## config.mk

```make
export PLATFORM = sky130hd
export DESIGN_NAME = grs_seq
export DESIGN_NICKNAME = d
export VERILOG_FILES = /design/src/hdl/grs_pkg.sv /design/src/hdl/grs_seq.sv
export SDC_FILE = /design/constraint.sdc
export NUM_CORES = 1
export LEC_CHECK = 0
export ABC_AREA = 1
export BUFFER_PORTS_ARGS = -buffer_cell sky130_fd_sc_hd__buf_2
export CELL_PAD_IN_SITES_DETAIL_PLACEMENT = 1
export CELL_PAD_IN_SITES_GLOBAL_PLACEMENT = 1
export CORE_UTILIZATION = 35
export DETAILED_ROUTE_END_ITERATION = 12
export PLACE_DENSITY = 0.74
export SLEW_MARGIN = 40
export SYNTH_ARGS = -nofsm -noshare
export SYNTH_HDL_FRONTEND = slang
export SYNTH_SLANG_ARGS = --single-unit
```

## constraint.sdc

```tcl
create_clock -name clk -period 9.6 [get_ports clk]
set_clock_uncertainty 0.15 [all_clocks]
set_input_delay 0.48 -clock clk [delete_from_list [all_inputs] [get_ports clk]]
set_output_delay 0.48 -clock clk [all_outputs]
set_load 0.005 [all_outputs]
```

## src/hdl/grs_pkg.sv

```systemverilog
// Shared types, codes and defaults for the graph reachability search block.
// No dependencies; every other file in hdl/ uses it by scoped names.
package grs_pkg;

  // Default sizes, used as the defaults of the top-level parameters
  localparam int NODE_COUNT_DEF = 256;
  localparam int MAX_DEGREE_DEF = 16;

  // Operation codes
  localparam logic OP_EDGE   = 1'b0;
  localparam logic OP_SEARCH = 1'b1;

  // Search modes
  localparam logic MODE_DFS = 1'b0;
  localparam logic MODE_BFS = 1'b1;

  // Result status codes
  localparam logic [1:0] ST_ADDED   = 2'd0;
  localparam logic [1:0] ST_DROPPED = 2'd1;
  localparam logic [1:0] ST_FOUND   = 2'd2;
  localparam logic [1:0] ST_UNREACH = 2'd3;

  typedef struct packed {
    logic       op;
    logic [7:0] from_node;
    logic [7:0] to_node;
  } in_t;

  typedef struct packed {
    logic [1:0] status;
    logic [8:0] explored_count;
  } out_t;

  // Sequencer states
  typedef enum logic [3:0] {
    S_IDLE,
    S_EDGE,
    S_CLR,
    S_POP,
    S_NODE,
    S_CHK,
    S_DEG,
    S_NBR,
    S_PUSH,
    S_DONE
  } state_t;

  // Requests to the edge store
  typedef struct packed {
    logic       deg_rd;
    logic       deg_wr;
    logic       nb_rd;
    logic       nb_wr;
    logic [7:0] node;
    logic [7:0] slot;
    logic [8:0] deg_wdata;
    logic [7:0] nb_wdata;
  } gs_cmd_t;

  // Requests to the frontier
  typedef struct packed {
    logic clear;
    logic push;
    logic pop;
  } fr_cmd_t;

  // Node number inside the configured node range
  function automatic logic node_ok(input logic [7:0] n, input logic [16:0] nc);
    return {9'd0, n} < nc;
  endfunction

endpackage

```

## src/hdl/grs_seq.sv

```systemverilog
// Sequencer: edge insertion and the node-by-node search walk, visited map.
// Depends on grs_pkg; drives grs_graph_store and grs_frontier.
module grs_seq #(
  parameter int NODE_COUNT = grs_pkg::NODE_COUNT_DEF,
  parameter int MAX_DEGREE = grs_pkg::MAX_DEGREE_DEF
) (
  input  logic              clk,
  input  logic              rst_n,
  input  logic              in_valid,
  output logic              in_ready,
  input  grs_pkg::in_t      in_data,
  output logic              out_valid,
  input  logic              out_ready,
  output grs_pkg::out_t     out_data,
  output grs_pkg::gs_cmd_t  gs_cmd,
  input  logic [8:0]        deg_rdata,
  input  logic [7:0]        nb_rdata,
  output grs_pkg::fr_cmd_t  fr_cmd,
  output logic [7:0]        fr_push_data,
  input  logic              fr_empty,
  input  logic [7:0]        fr_pop_data
);

  localparam int NU  = (NODE_COUNT < 256) ? NODE_COUNT : 256;
  localparam int NIW = (NU > 1) ? $clog2(NU) : 1;
  localparam logic [16:0] NC = 17'(NODE_COUNT);
  localparam logic [8:0]  MD = 9'(MAX_DEGREE);

  grs_pkg::state_t state_r, state_nxt;
  logic [7:0]    cur_r, cur_nxt;
  logic [7:0]    goal_r, goal_nxt;
  logic [8:0]    deg_r, deg_nxt;
  logic [8:0]    slot_r, slot_nxt;
  logic [8:0]    count_r, count_nxt;
  logic [7:0]    nb_r, nb_nxt;
  grs_pkg::out_t out_r, out_nxt;

  logic       in_acc;
  logic [8:0] slot_inc;
  logic       clr_last;

  // Visited map: one bit per node, registered read
  logic           vis_mem [NU];
  logic           vis_q_r;
  logic           vis_we;
  logic           vis_re;
  logic           vis_wdata;
  logic [NIW-1:0] vis_waddr;
  logic [NIW-1:0] vis_raddr;

  assign in_acc   = in_valid && in_ready;
  assign slot_inc = slot_r + 9'd1;
  assign clr_last = (slot_r == 9'(NU - 1));

  // Next state
  always_comb begin
    state_nxt = state_r;
    case (state_r)
      grs_pkg::S_IDLE: begin
        if (in_acc) begin
          if (in_data.op == grs_pkg::OP_EDGE) begin
            state_nxt = grs_pkg::S_EDGE;
          end else if (grs_pkg::node_ok(in_data.from_node, NC)) begin
            state_nxt = grs_pkg::S_CLR;
          end else begin
            state_nxt = grs_pkg::S_DONE;
          end
        end
      end
      grs_pkg::S_EDGE: state_nxt = grs_pkg::S_DONE;
      grs_pkg::S_CLR: begin
        if (clr_last) begin
          state_nxt = grs_pkg::S_POP;
        end
      end
      grs_pkg::S_POP: begin
        state_nxt = fr_empty ? grs_pkg::S_DONE : grs_pkg::S_NODE;
      end
      grs_pkg::S_NODE: state_nxt = grs_pkg::S_CHK;
      grs_pkg::S_CHK: begin
        if (!grs_pkg::node_ok(cur_r, NC) || vis_q_r) begin
          state_nxt = grs_pkg::S_POP;
        end else if (cur_r == goal_r) begin
          state_nxt = grs_pkg::S_DONE;
        end else begin
          state_nxt = grs_pkg::S_DEG;
        end
      end
      grs_pkg::S_DEG: begin
        state_nxt = (deg_rdata == 9'd0) ? grs_pkg::S_POP : grs_pkg::S_NBR;
      end
      grs_pkg::S_NBR: state_nxt = grs_pkg::S_PUSH;
      grs_pkg::S_PUSH: begin
        state_nxt = (slot_inc == deg_r) ? grs_pkg::S_POP : grs_pkg::S_NBR;
      end
      grs_pkg::S_DONE: begin
        if (out_ready) begin
          state_nxt = grs_pkg::S_IDLE;
        end
      end
      default: state_nxt = grs_pkg::S_IDLE;
    endcase
  end

  // Outputs, memory requests and datapath updates
  always_comb begin
    in_ready     = 1'b0;
    out_valid    = 1'b0;
    gs_cmd       = '0;
    fr_cmd       = '0;
    fr_push_data = in_data.from_node;
    vis_we       = 1'b0;
    vis_re       = 1'b0;
    vis_wdata    = 1'b0;
    vis_waddr    = '0;
    vis_raddr    = '0;
    cur_nxt      = cur_r;
    goal_nxt     = goal_r;
    deg_nxt      = deg_r;
    slot_nxt     = slot_r;
    count_nxt    = count_r;
    nb_nxt       = nb_r;
    out_nxt      = out_r;
    case (state_r)
      grs_pkg::S_IDLE: begin
        in_ready = 1'b1;
        if (in_acc) begin
          cur_nxt  = in_data.from_node;
          goal_nxt = in_data.to_node;
          if (in_data.op == grs_pkg::OP_EDGE) begin
            gs_cmd.deg_rd = 1'b1;
            gs_cmd.node   = in_data.from_node;
          end else begin
            count_nxt    = '0;
            slot_nxt     = '0;
            out_nxt      = '{status: grs_pkg::ST_UNREACH, explored_count: 9'd0};
            fr_cmd.clear = 1'b1;
            fr_cmd.push  = grs_pkg::node_ok(in_data.from_node, NC);
          end
        end
      end
      grs_pkg::S_EDGE: begin
        out_nxt = '{status: grs_pkg::ST_DROPPED, explored_count: 9'd0};
        if (grs_pkg::node_ok(cur_r, NC) && grs_pkg::node_ok(goal_r, NC) &&
            deg_rdata < MD) begin
          gs_cmd.nb_wr     = 1'b1;
          gs_cmd.deg_wr    = 1'b1;
          gs_cmd.node      = cur_r;
          gs_cmd.slot      = deg_rdata[7:0];
          gs_cmd.nb_wdata  = goal_r;
          gs_cmd.deg_wdata = deg_rdata + 9'd1;
          out_nxt.status   = grs_pkg::ST_ADDED;
        end
      end
      grs_pkg::S_CLR: begin
        // Clear one visited bit per cycle
        vis_we    = 1'b1;
        vis_waddr = slot_r[NIW-1:0];
        slot_nxt  = slot_inc;
      end
      grs_pkg::S_POP: begin
        if (fr_empty) begin
          out_nxt = '{status: grs_pkg::ST_UNREACH, explored_count: count_r};
        end else begin
          fr_cmd.pop = 1'b1;
        end
      end
      grs_pkg::S_NODE: begin
        cur_nxt   = fr_pop_data;
        vis_re    = 1'b1;
        vis_raddr = fr_pop_data[NIW-1:0];
      end
      grs_pkg::S_CHK: begin
        if (grs_pkg::node_ok(cur_r, NC) && !vis_q_r) begin
          vis_we    = 1'b1;
          vis_wdata = 1'b1;
          vis_waddr = cur_r[NIW-1:0];
          count_nxt = count_r + 9'd1;
          if (cur_r == goal_r) begin
            out_nxt = '{status: grs_pkg::ST_FOUND, explored_count: count_r + 9'd1};
          end else begin
            gs_cmd.deg_rd = 1'b1;
            gs_cmd.node   = cur_r;
          end
        end
      end
      grs_pkg::S_DEG: begin
        deg_nxt  = deg_rdata;
        slot_nxt = '0;
        if (deg_rdata != 9'd0) begin
          gs_cmd.nb_rd = 1'b1;
          gs_cmd.node  = cur_r;
          gs_cmd.slot  = 8'd0;
        end
      end
      grs_pkg::S_NBR: begin
        // Hold the neighbor while its visited bit is read
        nb_nxt    = nb_rdata;
        vis_re    = 1'b1;
        vis_raddr = nb_rdata[NIW-1:0];
      end
      grs_pkg::S_PUSH: begin
        // Push an unvisited neighbor, then fetch the next slot
        fr_push_data = nb_r;
        if (grs_pkg::node_ok(nb_r, NC) && !vis_q_r) begin
          fr_cmd.push = 1'b1;
        end
        slot_nxt = slot_inc;
        if (slot_inc != deg_r) begin
          gs_cmd.nb_rd = 1'b1;
          gs_cmd.node  = cur_r;
          gs_cmd.slot  = slot_inc[7:0];
        end
      end
      grs_pkg::S_DONE: out_valid = 1'b1;
      default: ;
    endcase
  end

  always_ff @(posedge clk) begin
    if (!rst_n) begin
      state_r <= grs_pkg::S_IDLE;
      count_r <= '0;
    end else begin
      state_r <= state_nxt;
      count_r <= count_nxt;
    end
  end

  always_ff @(posedge clk) begin
    cur_r  <= cur_nxt;
    goal_r <= goal_nxt;
    deg_r  <= deg_nxt;
    slot_r <= slot_nxt;
    nb_r   <= nb_nxt;
    out_r  <= out_nxt;
  end

  // Visited map memory
  always_ff @(posedge clk) begin
    if (vis_we) begin
      vis_mem[vis_waddr] <= vis_wdata;
    end
    if (vis_re) begin
      vis_q_r <= vis_mem[vis_raddr];
    end
  end

  assign out_data = out_r;

  // One transaction at a time
  a_one_at_a_time: assert property (@(posedge clk) disable iff (!rst_n)
    !(in_ready && out_valid)) else $error("input taken while result pending");

  // A found goal has been counted
  a_found_counted: assert property (@(posedge clk) disable iff (!rst_n)
    (out_valid && out_data.status == grs_pkg::ST_FOUND) |->
      (out_data.explored_count != 9'd0))
    else $error("found with zero count");

  // Edge results carry no count
  a_edge_zero: assert property (@(posedge clk) disable iff (!rst_n)
    (out_valid && (out_data.status == grs_pkg::ST_ADDED ||
                   out_data.status == grs_pkg::ST_DROPPED)) |->
      (out_data.explored_count == 9'd0))
    else $error("edge result with nonzero count");

  // Count never exceeds the node range
  a_count_bound: assert property (@(posedge clk) disable iff (!rst_n)
    count_r <= 9'(NU)) else $error("visited count out of range");

endmodule

```

### After elaboration in Yosys (flattened, before gate mapping)

Memory sizes are Yosys's and may differ from the RTL's. A register that Yosys moved wholly into a read port is not among the register bits.
Index checks and enable logic that the tools add are counted.

* bits in registers: 66
* bits in writable memories: 256
* bits of input ports: 47
* output and inout port bits: 61
* word-level logic and storage cells: 113
* memories kept: 1

* add/subtract/negate cells: 3
* magnitude comparators: 1
* eq/ne operators: 20
* mux-type cells: 63
* reductions and logical operators: 16

Memories
* vis_mem: depth 256, bits a word 1, rd ports 1, clocked after memory_dff 1, write ports 1, line grs_seq.sv:43 `logic vis_mem [NU];`

Operator list (number)
* two-way mux 8 bit: 7
* two-way mux 11 bit: 5
* case mux 8 bit (2 select lines): 3
* case mux 11 bit (4 select lines): 1
* case mux 4 bit (10 select lines): 1
* case mux 8 bit (5 select lines): 1
* two-way mux 34 bit: 1
* two-way mux 16 bit: 2
* adder 9 x 1 -> 9 bit, second input constant: 3
* two-way mux 9 bit: 3
* case mux 9 bit (3 select lines): 1
* two-way mux 4 bit: 6
* case mux 8 bit (3 select lines): 1
* two-way mux 1 bit: 20
* case mux 9 bit (2 select lines): 1
* two-way mux 17 bit: 1
* == test 4 x 3 -> 1 bit, second input constant: 4
* != test 2 bit, second input constant: 7
* == test 9 x 8 -> 1 bit, second input constant: 1
* == test 9 bit: 1
* logical NOT 9 bit: 1
* less-than comparator 9 x 5 -> 1 bit, second input constant: 1
* != test 9 bit: 1
* nonzero test 9 bit: 1
* 17 further kinds: 29

### Longest topological paths before layout

Gate-level depths: netlist of the first run.

* word-level depth: 5
* depth in mapped cells: 16
* mapped depth without buffers: 15

### Least setup slack after synthesis of the first run

OpenSTA, ideal clock, no wires.

* kind: register to register
* from: register state_r[2]
* to: memory vis_mem[210], enable pin
* library setup time: 0.300 ns
* arrival: 3.260 ns
* data required time: 9.150 ns
* path slack: 5.890 ns
* cell stages (with the launch flop): 14
* buffers on the path: 1
* period minus slack after synthesis: 3.710 ns
* cell sequence: dfxtp_1 -> inv_2 -> nor2_4 -> inv_2 -> nor2_4 -> inv_2 -> nor2_8 -> inv_4 -> o22ai_4 -> inv_1 -> nor2_2 -> nand2_1 -> buf_4 -> nor2_1

* cells in the longest elaborated chain, start to end: 4
* elaborated cells between the ends (all ways): 6
* classes of those cells: eq/ne (2); mux (4)

Ends and longest elaborated chain
* from (decl): line grs_seq.sv:29 `grs_pkg::state_t state_r, state_nxt;`
* from (signal assigned): line grs_seq.sv:222 `state_r <= grs_pkg::S_IDLE;`
* from (signal assigned): line grs_seq.sv:225 `state_r <= state_nxt;`
* == test 4 x 3 -> 1 bit / == test 4 x 2 -> 1 bit (equally long branches): line grs_seq.sv:124 `case (state_r)`
* case mux 1 bit (2 select lines): line grs_seq.sv:124
* two-way mux 1 bit: line grs_seq.sv:241 `if (vis_we) begin`
* two-way mux 1 bit (implied by the code): line grs_seq.sv:242 `vis_mem[vis_waddr] <= vis_wdata;`
* to (decl): line grs_seq.sv:43

Parallel ways exist; a longest one is shown, timed or not.

==> results of run 1 <==
-- worst max-delay path, delay by kind of cell, from the launching register on --
family	cells	cell delay, ps
xor gates and xnor gates	1	140
AOI/OAI and AO/OA	1	120
DFF	1	460
buffers and inverters	1	130
adders and majority gates	2	530
and+or+nand+nor	11	1690
-- final cells by class --
class,count,area (um2),share of cell area [%]
Antenna cell,1,2.50,0.0136
Clock buffer,51,1030,5.60
Clock inverter,14,101,0.551
Inverter,206,776,4.22
Multi-Input combinational cell,1123,5340,29.0
Sequential cell,323,9570,52.0
Tap cell,600,751,4.08
Timing Repair Buffer,137,825,4.48
-- per-layer routing --
| metal | up-vias | routed length (um) | track usage [%] |
|---|---|---|---|
| li1 | 5912 | - | - |
| met4 | 0 | 1660 | 8.26 |
| met2 | 336 | 24700 | 36.3 |
| met3 | 110 | 2580 | 3.49 |
| met1 | 6399 | 20700 | 26.7 |
| met5 | - | 0 | 0 |
-- where the power goes --
part	total (mW)	internal [mW]	switching [mW]	leakage, nW
combinational	0.939	0.257	0.681	3.82
sequential	1.74	1.66	0.0764	2.55
clock	1.36	0.778	0.577	0.546
-- flip-flops by register name, summed over array words and instances, names as in the netlist --
signal	count
out_data	11
state_r	4
deg_r	9
count_r	9
vis_mem	256
slot_r	9
goal_r	8
cur_r	8
nb_r	8
vis_q_r	1
-- path summary, 6_finish.rpt --
check	cells past startpoint	slack [ps]	from	endpoint
min reg2reg	2	370	count_r[1]	count_r[1]
max	16	5370	slot_r[0]	gs_cmd[28]
min	1	20	nb_rdata[2]	nb_r[2]
max reg2reg	15	5440	state_r[2]	vis_q_r
-- cell usage after synthesis, types with 5 or more instances --
cell type  number
nand2_1       349
nor2_1        314
edfxtp_1      310
nand3_1       213
inv_1         197
nand3b_1       64
o21ai_0        58
buf_2          47
clkbuf_1       29
a21oi_1        17
buf_1          16
xor2_1         15
dfxtp_1        13
o211ai_1       13
nand2_2        12
o22ai_1        10
nor3_1          9
inv_2           8
buf_4           7
o22ai_2         7
nor2_2          6
xnor2_1         6
ha_1            5
-- kinds of logic (layout without fill, tap and decap cells) --
kind of cell | count (synthesis) | in the layout | synth area share [%]
AND/OR/NAND/NOR | 983 | 983 | 26.9
flip-flops | 323 | 323 | 59.5
buffers and inverters | 305 | 408 | 7.66
AO/OA/AOI/OAI | 110 | 110 | 4.35
XOR/XNOR | 21 | 21 | 1.14
adder cells (fa/ha/maj) | 5 | 5 | 0.389
other | 1 | 5 | 0.0233
-- stage by stage --
step                utilization [%]  hold slack, ps  setup slack, ps  std cells
global placement               37.6             342             5290       2372
finish                         40.5            17.0             5370       2455
CTS                            40.5           0.342             5330       2454
detailed placement             37.7             370             5540       2372
floorplan                         -             318             5890       1751
global route                   40.5           0.751             4980       2455
==> results.sh, run 1 <==
export IMPL_status="complete, no violations"
export IMPL_ys_seq_area_share_pct=59.5
export IMPL_post_route_min_period_ps=4230
export IMPL_yosys_warnings=0
export IMPL_ios=108
export IMPL_grt_overflow_total=0
export IMPL_clk_latency_ps=540
export IMPL_tritoncts="built"
export IMPL_power_mw=4.03
export IMPL_maxCapViolCount=0
export IMPL_setup_tns_final_ps=0
export IMPL_max_slew_margin_pct=43.4
export IMPL_vdd_drop_max_mv=0.126
export IMPL_gp_congestion=0.864
export IMPL_dp_hpwl_um=29500
export IMPL_start_util_pct=35.4
export IMPL_dr_pass1_iters=5
export IMPL_postCtsHoldBufs=17
export IMPL_crit_arrival_ps=3600
export IMPL_design_core_area_um2=45400
export IMPL_syn_area_um2=16100
export IMPL_fmax_mhz=236
export IMPL_dieWidth_um=216
export IMPL_antenna_found_initial=1
export IMPL_finalSetupViolations=0
export IMPL_critPathSlowestCell="edfxtp_1"
export IMPL_maxSlewViolCount=0
export IMPL_cts_buffers=37
export IMPL_num_vias=12800
export IMPL_viasPerCell=5.20
export IMPL_hold_path_class="in -> reg"
export IMPL_async_flop_share_pct=0
export IMPL_critical_path_required_ps=8970
export IMPL_ctsHtreeMaxLevel=2
export IMPL_dieHeight_um=216
export IMPL_critPathMaxFanout=10
export IMPL_yosys_area_top_type_share_pct=57.9
export IMPL_critical_path_max_stage_delay_ps=460
export IMPL_crit_type="reg -> out"
export IMPL_antenna_left=0
export IMPL_clock_path_buffers=3
export IMPL_final_common_cell="nand2_1"
export IMPL_synth_cells=1748
export IMPL_layout_common_cells="nand2_1, nor2_1, edfxtp_1"
export IMPL_track_usage_pct=21.2
export IMPL_ys_ff_latch=323
export IMPL_clockRootBuffer="clkbuf_16"
export IMPL_drc=0
export IMPL_grt_pass1_vias=13400
export IMPL_synth_largest_area_cell="edfxtp_1"
export IMPL_worst_pin_slew_ps=849
export IMPL_drtIter0Drc=1024
export IMPL_wire_per_inst_um=20.2
export IMPL_power_density_nw_per_um2=219
export IMPL_grt_pass1_wl_um=76400
export IMPL_rsz0062_at_grt="no"
export IMPL_syn_mean_instance_area_um2=9.20
export IMPL_syn_to_final_growth_pct=14.4
export IMPL_synth_cell_types=36
export IMPL_p_leak_nw=6.92
export IMPL_io_buffers=103
export IMPL_numClockSinks=323
export IMPL_fin_nets=1880
export IMPL_ys_flop_type="edfxtp_1"
export IMPL_clkTransAtPathRegs_ps=60
export IMPL_final_hold_violation_count=0
export IMPL_wirelength_um=49600
export IMPL_nFillCells=5244
export IMPL_rows=78
export IMPL_start_kind="flip-flop"
export IMPL_die_area_um2=46800
export IMPL_final_layout_size_suffix_gt1_share_pct=12.2
export IMPL_end_kind="output pin"
export IMPL_grt_max_degree=117
export IMPL_cts_resized=0
export IMPL_synth_edf_count=310
export IMPL_post_cts_buffers=0
export IMPL_stdcell_area_um2=18400
export IMPL_synth_area_leaders="edfxtp_1, nand2_1, nor2_1"
export IMPL_finalCritPeriodShare_pct=44.1
export IMPL_place_area_um2=17100
export IMPL_path_cells="ha_1, nand2_1, nor2_1, nand3_1, nor3_1, ha_1, xnor2_1, nor3_1, nand3_1, a21oi_1, nand3b_1, nand2_2, nand3_1, nand2_1, nand2_1, buf_2"
(Power assumes the default switching activity.)
==> inputs of run 2 (changes only) <==
--- a/config.mk
+++ b/config.mk
@@ -11,7 +11,7 @@
 export CELL_PAD_IN_SITES_GLOBAL_PLACEMENT = 1
 export CORE_UTILIZATION = 35
 export DETAILED_ROUTE_END_ITERATION = 12
-export PLACE_DENSITY = 0.74
+export PLACE_DENSITY = 0.77
 export SLEW_MARGIN = 40
 export SYNTH_ARGS = -nofsm -noshare
 export SYNTH_HDL_FRONTEND = slang
==> constraint.sdc (replaced) <==
create_clock -name clk -period 3.78 [get_ports clk]
set_clock_uncertainty 0.15 [all_clocks]
set_input_delay 0.189 -clock clk [delete_from_list [all_inputs] [get_ports clk]]
set_output_delay 0.189 -clock clk [all_outputs]
set_load 0.005 [all_outputs]
==> run 2 against run 1 <==
Against the previous run:
- clock power grew to 2.6 times the previous value
- sequential cell count is the same
- sequential share of layout area shrank 1.4 points
- non-clock buffer count grew 40
- worst setup slack lost 5200 ps
- core utilization grew 1.1 points
- combinational power grew to 2.7 times the previous value
- routed wire length grew 2.6%
- critical path depth is the same
- sequential power grew to 2.5 times the previous value
- first-iteration DRC count grew 7.9%
- critical path type unchanged
==> results.sh, run 2 (same netlist as run 1, synthesis figures left out) <==
export IMPL_placed_cells=2382
export IMPL_crit_path_start="slot_r[0]"
export IMPL_maxSlewViolCount=0
export IMPL_clkTransAtPathRegs_ps=60
export IMPL_post_route_min_period_ps=3610
export IMPL_final_common_cell="nand2_1"
export IMPL_final_hold_violation_count=0
export IMPL_syn_to_final_growth_pct=17.5
export IMPL_wire_per_inst_um=20.4
export IMPL_place_area_um2=17200
export IMPL_min_from="in_valid"
export IMPL_drtIter0Drc=1105
export IMPL_pre_cts_ws_ps=461
export IMPL_cts_buffers=38
export IMPL_clockRootBuffer="clkbuf_16"
export IMPL_status="complete, no violations"
export IMPL_crit_arrival_ps=3280
export IMPL_critical_path_required_ps=3440
export IMPL_fin_util_pct=41.6
export IMPL_grt_max_degree=138
export IMPL_gp_congestion=0.859
export IMPL_ctsHtreeMaxLevel=2
export IMPL_max_flop_register="vis_mem"
export IMPL_dp_hpwl_um=30400
export IMPL_tritoncts="built"
export IMPL_finalSetupViolations=0
export IMPL_power_mw=10.5
export IMPL_max_slew_margin_pct=42.3
export IMPL_num_vias=13100
export IMPL_clk_latency_ps=560
export IMPL_fin_nets=1921
export IMPL_grt_pass1_wl_um=77900
export IMPL_antenna_found_initial=0
export IMPL_final_layout_size_suffix_gt1_share_pct=12.5
export IMPL_numClockSinks=323
export IMPL_drc=0
export IMPL_diodes=0
export IMPL_design_core_area_um2=45400
export IMPL_dieWidth_um=216
export IMPL_finalCritPeriodShare_pct=95.6
export IMPL_clock_path_buffers=3
export IMPL_track_usage_pct=21.8
export IMPL_rows=78
export IMPL_critPathMaxFanout=8
export IMPL_vdd_drop_max_mv=0.267
export IMPL_setup_slack_ps=165
export IMPL_hold_path_class="in -> reg"
export IMPL_stdcell_area_um2=18900
export IMPL_end_kind="output pin"
export IMPL_die_area_um2=46800
export IMPL_ios=108
export IMPL_largest_reg_flops=256
export IMPL_instances_no_fill=2497
export IMPL_p_leak_nw=7.15
export IMPL_dieHeight_um=216
export IMPL_start_kind="flip-flop"
export IMPL_worst_pin_slew_ps=866
export IMPL_maxCapViolCount=0
export IMPL_layout_common_cells="nand2_1, nor2_1, edfxtp_1"
export IMPL_power_density_nw_per_um2=556
export IMPL_io_buffers=103
export IMPL_fmax_mhz=277
export IMPL_antenna_left=0
export IMPL_reg2reg_from="state_r[2]"
export IMPL_start_util_pct=35.4
export IMPL_crit_type="reg -> out"
export IMPL_grt_overflow_total=0
export IMPL_dr_pass1_iters=7
export IMPL_wirelength_um=51000
export IMPL_nFillCells=5245
export IMPL_grt_pass1_vias=13700
export IMPL_viasPerCell=5.24
run 2: cell types whose count changed in the layout (fill, tap and decap cells not counted), moves of 2 or more:
| cell | previous run | this run |
|---|---|---|
| buf_6 | 3 | 0 |
| clkbuf_8 | 1 | 5 |
| dlygate4sd3_1 | 17 | 44 |
| buf_12 | 0 | 4 |
| buf_4 | 14 | 25 |
| clkinv_2 | 5 | 3 |
| nand2_2 | 18 | 15 |
| inv_1 | 195 | 197 |
| nand2_1 | 342 | 344 |
| clkinvlp_4 | 3 | 0 |
| clkbuf_1 | 11 | 13 |
run 2: critical path, stage by stage (launching register included):
cell	delay (ps)
edfxtp_1	430
ha_1	220
nand2_1	80
nor2_2	120
nand3_1	140
nor3_2	140
ha_1	280
xnor2_1	140
nor3_1	230
nand3_1	110
a21oi_1	130
nand3b_1	140
nand2_4	100
nand3_4	160
nand2_2	130
nand2_1	60
buf_2	120
run 2: what timing repair did:
| action | CTS | global route |
|---|---|---|
| gates resized for setup | 2 | 6 |
| buffers inserted | 0 | 3 |
| hold buffers | 44 | 0 |
| hold endpoints to repair | 46 | 0 |
| setup endpoints to repair | 8 | 9 |
run 2: layout make-up:
type	count	area (um2)	area share [%]
sequential	323	9570	50.7
multi-input combinational	1123	5360	28.4
timing repair buffer	177	1250	6.62
clock buffer	57	1090	5.79
inverter	206	776	4.11
tap	600	751	3.97
clock inverter	11	92.6	0.490
run 2: metrics by stage:
stage,TNS (ps),hold slack (ps)
6_report,0,79.7
2_1_floorplan,0,138
3_3_place_gp,0,219
4_1_cts,0,44.3
3_5_place_dp,0,219
5_1_grt,-352,91.7
run 2: routing by layer:
| metal | global-route usage [%] | routed length (um) | up-vias | share of wire (%) |
|---|---|---|---|---|
| li1 | - | - | 5991 | - |
| met1 | 26.0 | 20500 | 6623 | 40 |
| met2 | 38.4 | 26100 | 363 | 51 |
| met3 | 3.03 | 2440 | 114 | 4.8 |
| met4 | 10.6 | 1960 | 0 | 3.8 |
| met5 | 0 | 0 | - | 0 |
run 2: worst paths after layout:
check | to | slack, ps | depth (start not counted)
max | gs_cmd[29] | 170 | 16
max reg2reg | vis_mem[66] | 520 | 12
min | goal_r[0] | 80 | 4
min reg2reg | count_r[1] | 380 | 2
run 2: power by group:
| part | total (mW) | leakage (nW) | switching (mW) | internal [mW] |
|---|---|---|---|---|
| Combinational | 2.53 | 4.02 | 1.79 | 0.734 |
| Clock | 3.55 | 0.580 | 1.48 | 2.07 |
| Sequential | 4.43 | 2.55 | 0.202 | 4.23 |
| Total | 10.5 | 7.15 | 3.47 | 7.03 |
==> inputs of run 3 (changes only) <==
--- a/config.mk
+++ b/config.mk
@@ -9,6 +9,7 @@
 export BUFFER_PORTS_ARGS = -buffer_cell sky130_fd_sc_hd__buf_2
 export CELL_PAD_IN_SITES_DETAIL_PLACEMENT = 1
 export CELL_PAD_IN_SITES_GLOBAL_PLACEMENT = 1
+export CORE_ASPECT_RATIO = 2
 export CORE_UTILIZATION = 35
 export DETAILED_ROUTE_END_ITERATION = 12
 export PLACE_DENSITY = 0.77
==> run 3 against run 2 <==
Against the previous run:
- combinational power increased by 2%
- cell count down 2.2%
- global-route usage is 0.88 points higher
- maximum frequency rose by 2.8%
- clock power decreased by 19%
- core utilization decreased by 0.56 points
- routed wire length is 4.4% higher
- power down 6.2%
- die area rose by 0.11%
- non-clock buffer count increased by 1
- critical path depth unchanged
- hold slack worse by 16 ps
- critical path type unchanged
- highest routed layer unchanged
==> results.sh, run 3 (same netlist as run 1, synthesis figures left out) <==
export IMPL_critical_path_required_ps=3440
export IMPL_rows=110
export IMPL_design_core_area_um2=45100
export IMPL_critical_path_max_stage_delay_ps=380
export IMPL_start_kind="flip-flop"
export IMPL_cts_buffers=27
export IMPL_rsz0062_at_grt="no"
export IMPL_grt_pass1_vias=14100
export IMPL_dr_pass1_iters=5
export IMPL_setup_tns_final_ps=0
export IMPL_dieWidth_um=154
export IMPL_power_density_nw_per_um2=532
export IMPL_wirelength_um=53200
export IMPL_layout_common_cells="nand2_1, nor2_1, edfxtp_1"
export IMPL_post_route_min_period_ps=3520
export IMPL_fin_util_pct=41.1
export IMPL_p_leak_nw=7.01
export IMPL_crit_type="reg -> out"
export IMPL_track_usage_pct=22.6
export IMPL_wire_per_inst_um=21.8
export IMPL_ctsHtreeMaxLevel=1
export IMPL_antenna_found_initial=1
export IMPL_status="complete, no violations"
export IMPL_die_area_um2=46900
export IMPL_dieHeight_um=305
export IMPL_final_hold_violation_count=0
export IMPL_maxSlewViolCount=0
export IMPL_hold_path_class="in -> reg"
export IMPL_final_common_cell="nand2_1"
export IMPL_grt_max_degree=259
export IMPL_clock_path_buffers=3
export IMPL_largest_reg_flops=256
export IMPL_fmax_mhz=284
export IMPL_finalSetupViolations=0
export IMPL_final_layout_size_suffix_gt1_share_pct=12.1
export IMPL_start_util_pct=35.6
export IMPL_io_buffers=103
export IMPL_antenna_left=0
export IMPL_hold_slack_ps=63.5
export IMPL_end_kind="output pin"
export IMPL_path_cells="ha_1, nand2_1, nor2_1, nand3_1, nor3_1, ha_1, xnor2_1, nor3_1, nand3_1, a21oi_1, nand3b_1, nand2_2, nand3_4, nand2_1, nand2_1, buf_2"
export IMPL_vdd_drop_max_mv=0.453
export IMPL_num_vias=13100
export IMPL_syn_to_final_growth_pct=15.3
export IMPL_worst_pin_slew_ps=844
export IMPL_path_common_cell="nand2_1"
export IMPL_viasPerCell=5.37
export IMPL_ios=108
export IMPL_clkTransAtPathRegs_ps=70
export IMPL_crit_arrival_ps=3180
export IMPL_drc=0
export IMPL_clk_latency_ps=570
export IMPL_drtIter0Drc=907
export IMPL_nFillCells=5237
export IMPL_numClockSinks=323
export IMPL_tritoncts="built"
export IMPL_maxCapViolCount=0
export IMPL_grt_overflow_total=0
export IMPL_grt_pass1_wl_um=79800
export IMPL_critPathSlowestCell="edfxtp_1"
export IMPL_gp_congestion=0.967
export IMPL_max_slew_margin_pct=43.7
export IMPL_fin_nets=1911
export IMPL_max_flop_register="vis_mem"
export IMPL_critPathMaxFanout=8
export IMPL_finalCritPeriodShare_pct=93.0
export IMPL_dp_hpwl_um=35000
export IMPL_clockRootBuffer="clkbuf_16"
run 3: metal layers:
metal  wire [um]  vias to the layer above  part of all wire [%]  track usage, %
li1            -                     5959                     -               -
met1       17200                     6501                    32            20.8
met2       29500                      444                    56            44.8
met3        2180                      196                   4.1            2.15
met4        4300                        0                   8.1            17.3
met5           0                        -                     0               0
run 3: report_power, final:
group,internal [mW],switching (mW)
Sequential,4.22,0.193
Combinational,0.726,1.85
Clock,1.56,1.32
Total,6.50,3.36
run 3: path summary, 6_finish.rpt:
check                   from           end  slack (ps)  cells past startpoint
setup reg to reg  state_r[2]  vis_mem[217]         690                     12
setup / recovery   slot_r[0]    gs_cmd[32]         260                     16
hold reg to reg   count_r[1]    count_r[1]         380                      2
hold / removal    in_data[9]      cur_r[1]          60                      3
run 3: worst max-delay path: cells and delay by family, from the launching register on:
kind	cells	cell delay, ps
AOI/OAI and AO/OA	1	130
buffers and inverters	1	120
adders and majority gates	2	480
DFF	1	380
xor gates and xnor gates	1	140
and+or+nand+nor	11	1390
run 3: timing repair:
action                                  4_1_cts  5_1_grt
endpoints found under the setup margin        8       13
hold buffers                                 42        0
gates resized for setup                       1        1
endpoints found under the hold margin        46        0
setup buffers                                 0        1
run 3: final cells by class:
cell class | instances | area [um2] | area share, %
timing repair buffer | 178 | 1270 | 6.85
inverter | 206 | 776 | 4.18
tap | 560 | 701 | 3.78
clock inverter | 15 | 166 | 0.898
antenna | 1 | 2.50 | 0.0135
sequential | 323 | 9570 | 51.6
clock buffer | 35 | 716 | 3.86
multi-input combinational | 1123 | 5340 | 28.8
run 3: metrics by stage:
stage	power (mW)	setup WS (ps)	cells	instance area [um2]
after floorplan	5.92	70.3	1751	16100
final	9.86	264	2441	18500
after global placement	6.89	627	2346	17200
after CTS	9.86	36.6	2438	18500
after detailed placement	6.96	460	2346	17200
after global routing	10.2	0.433	2441	18500
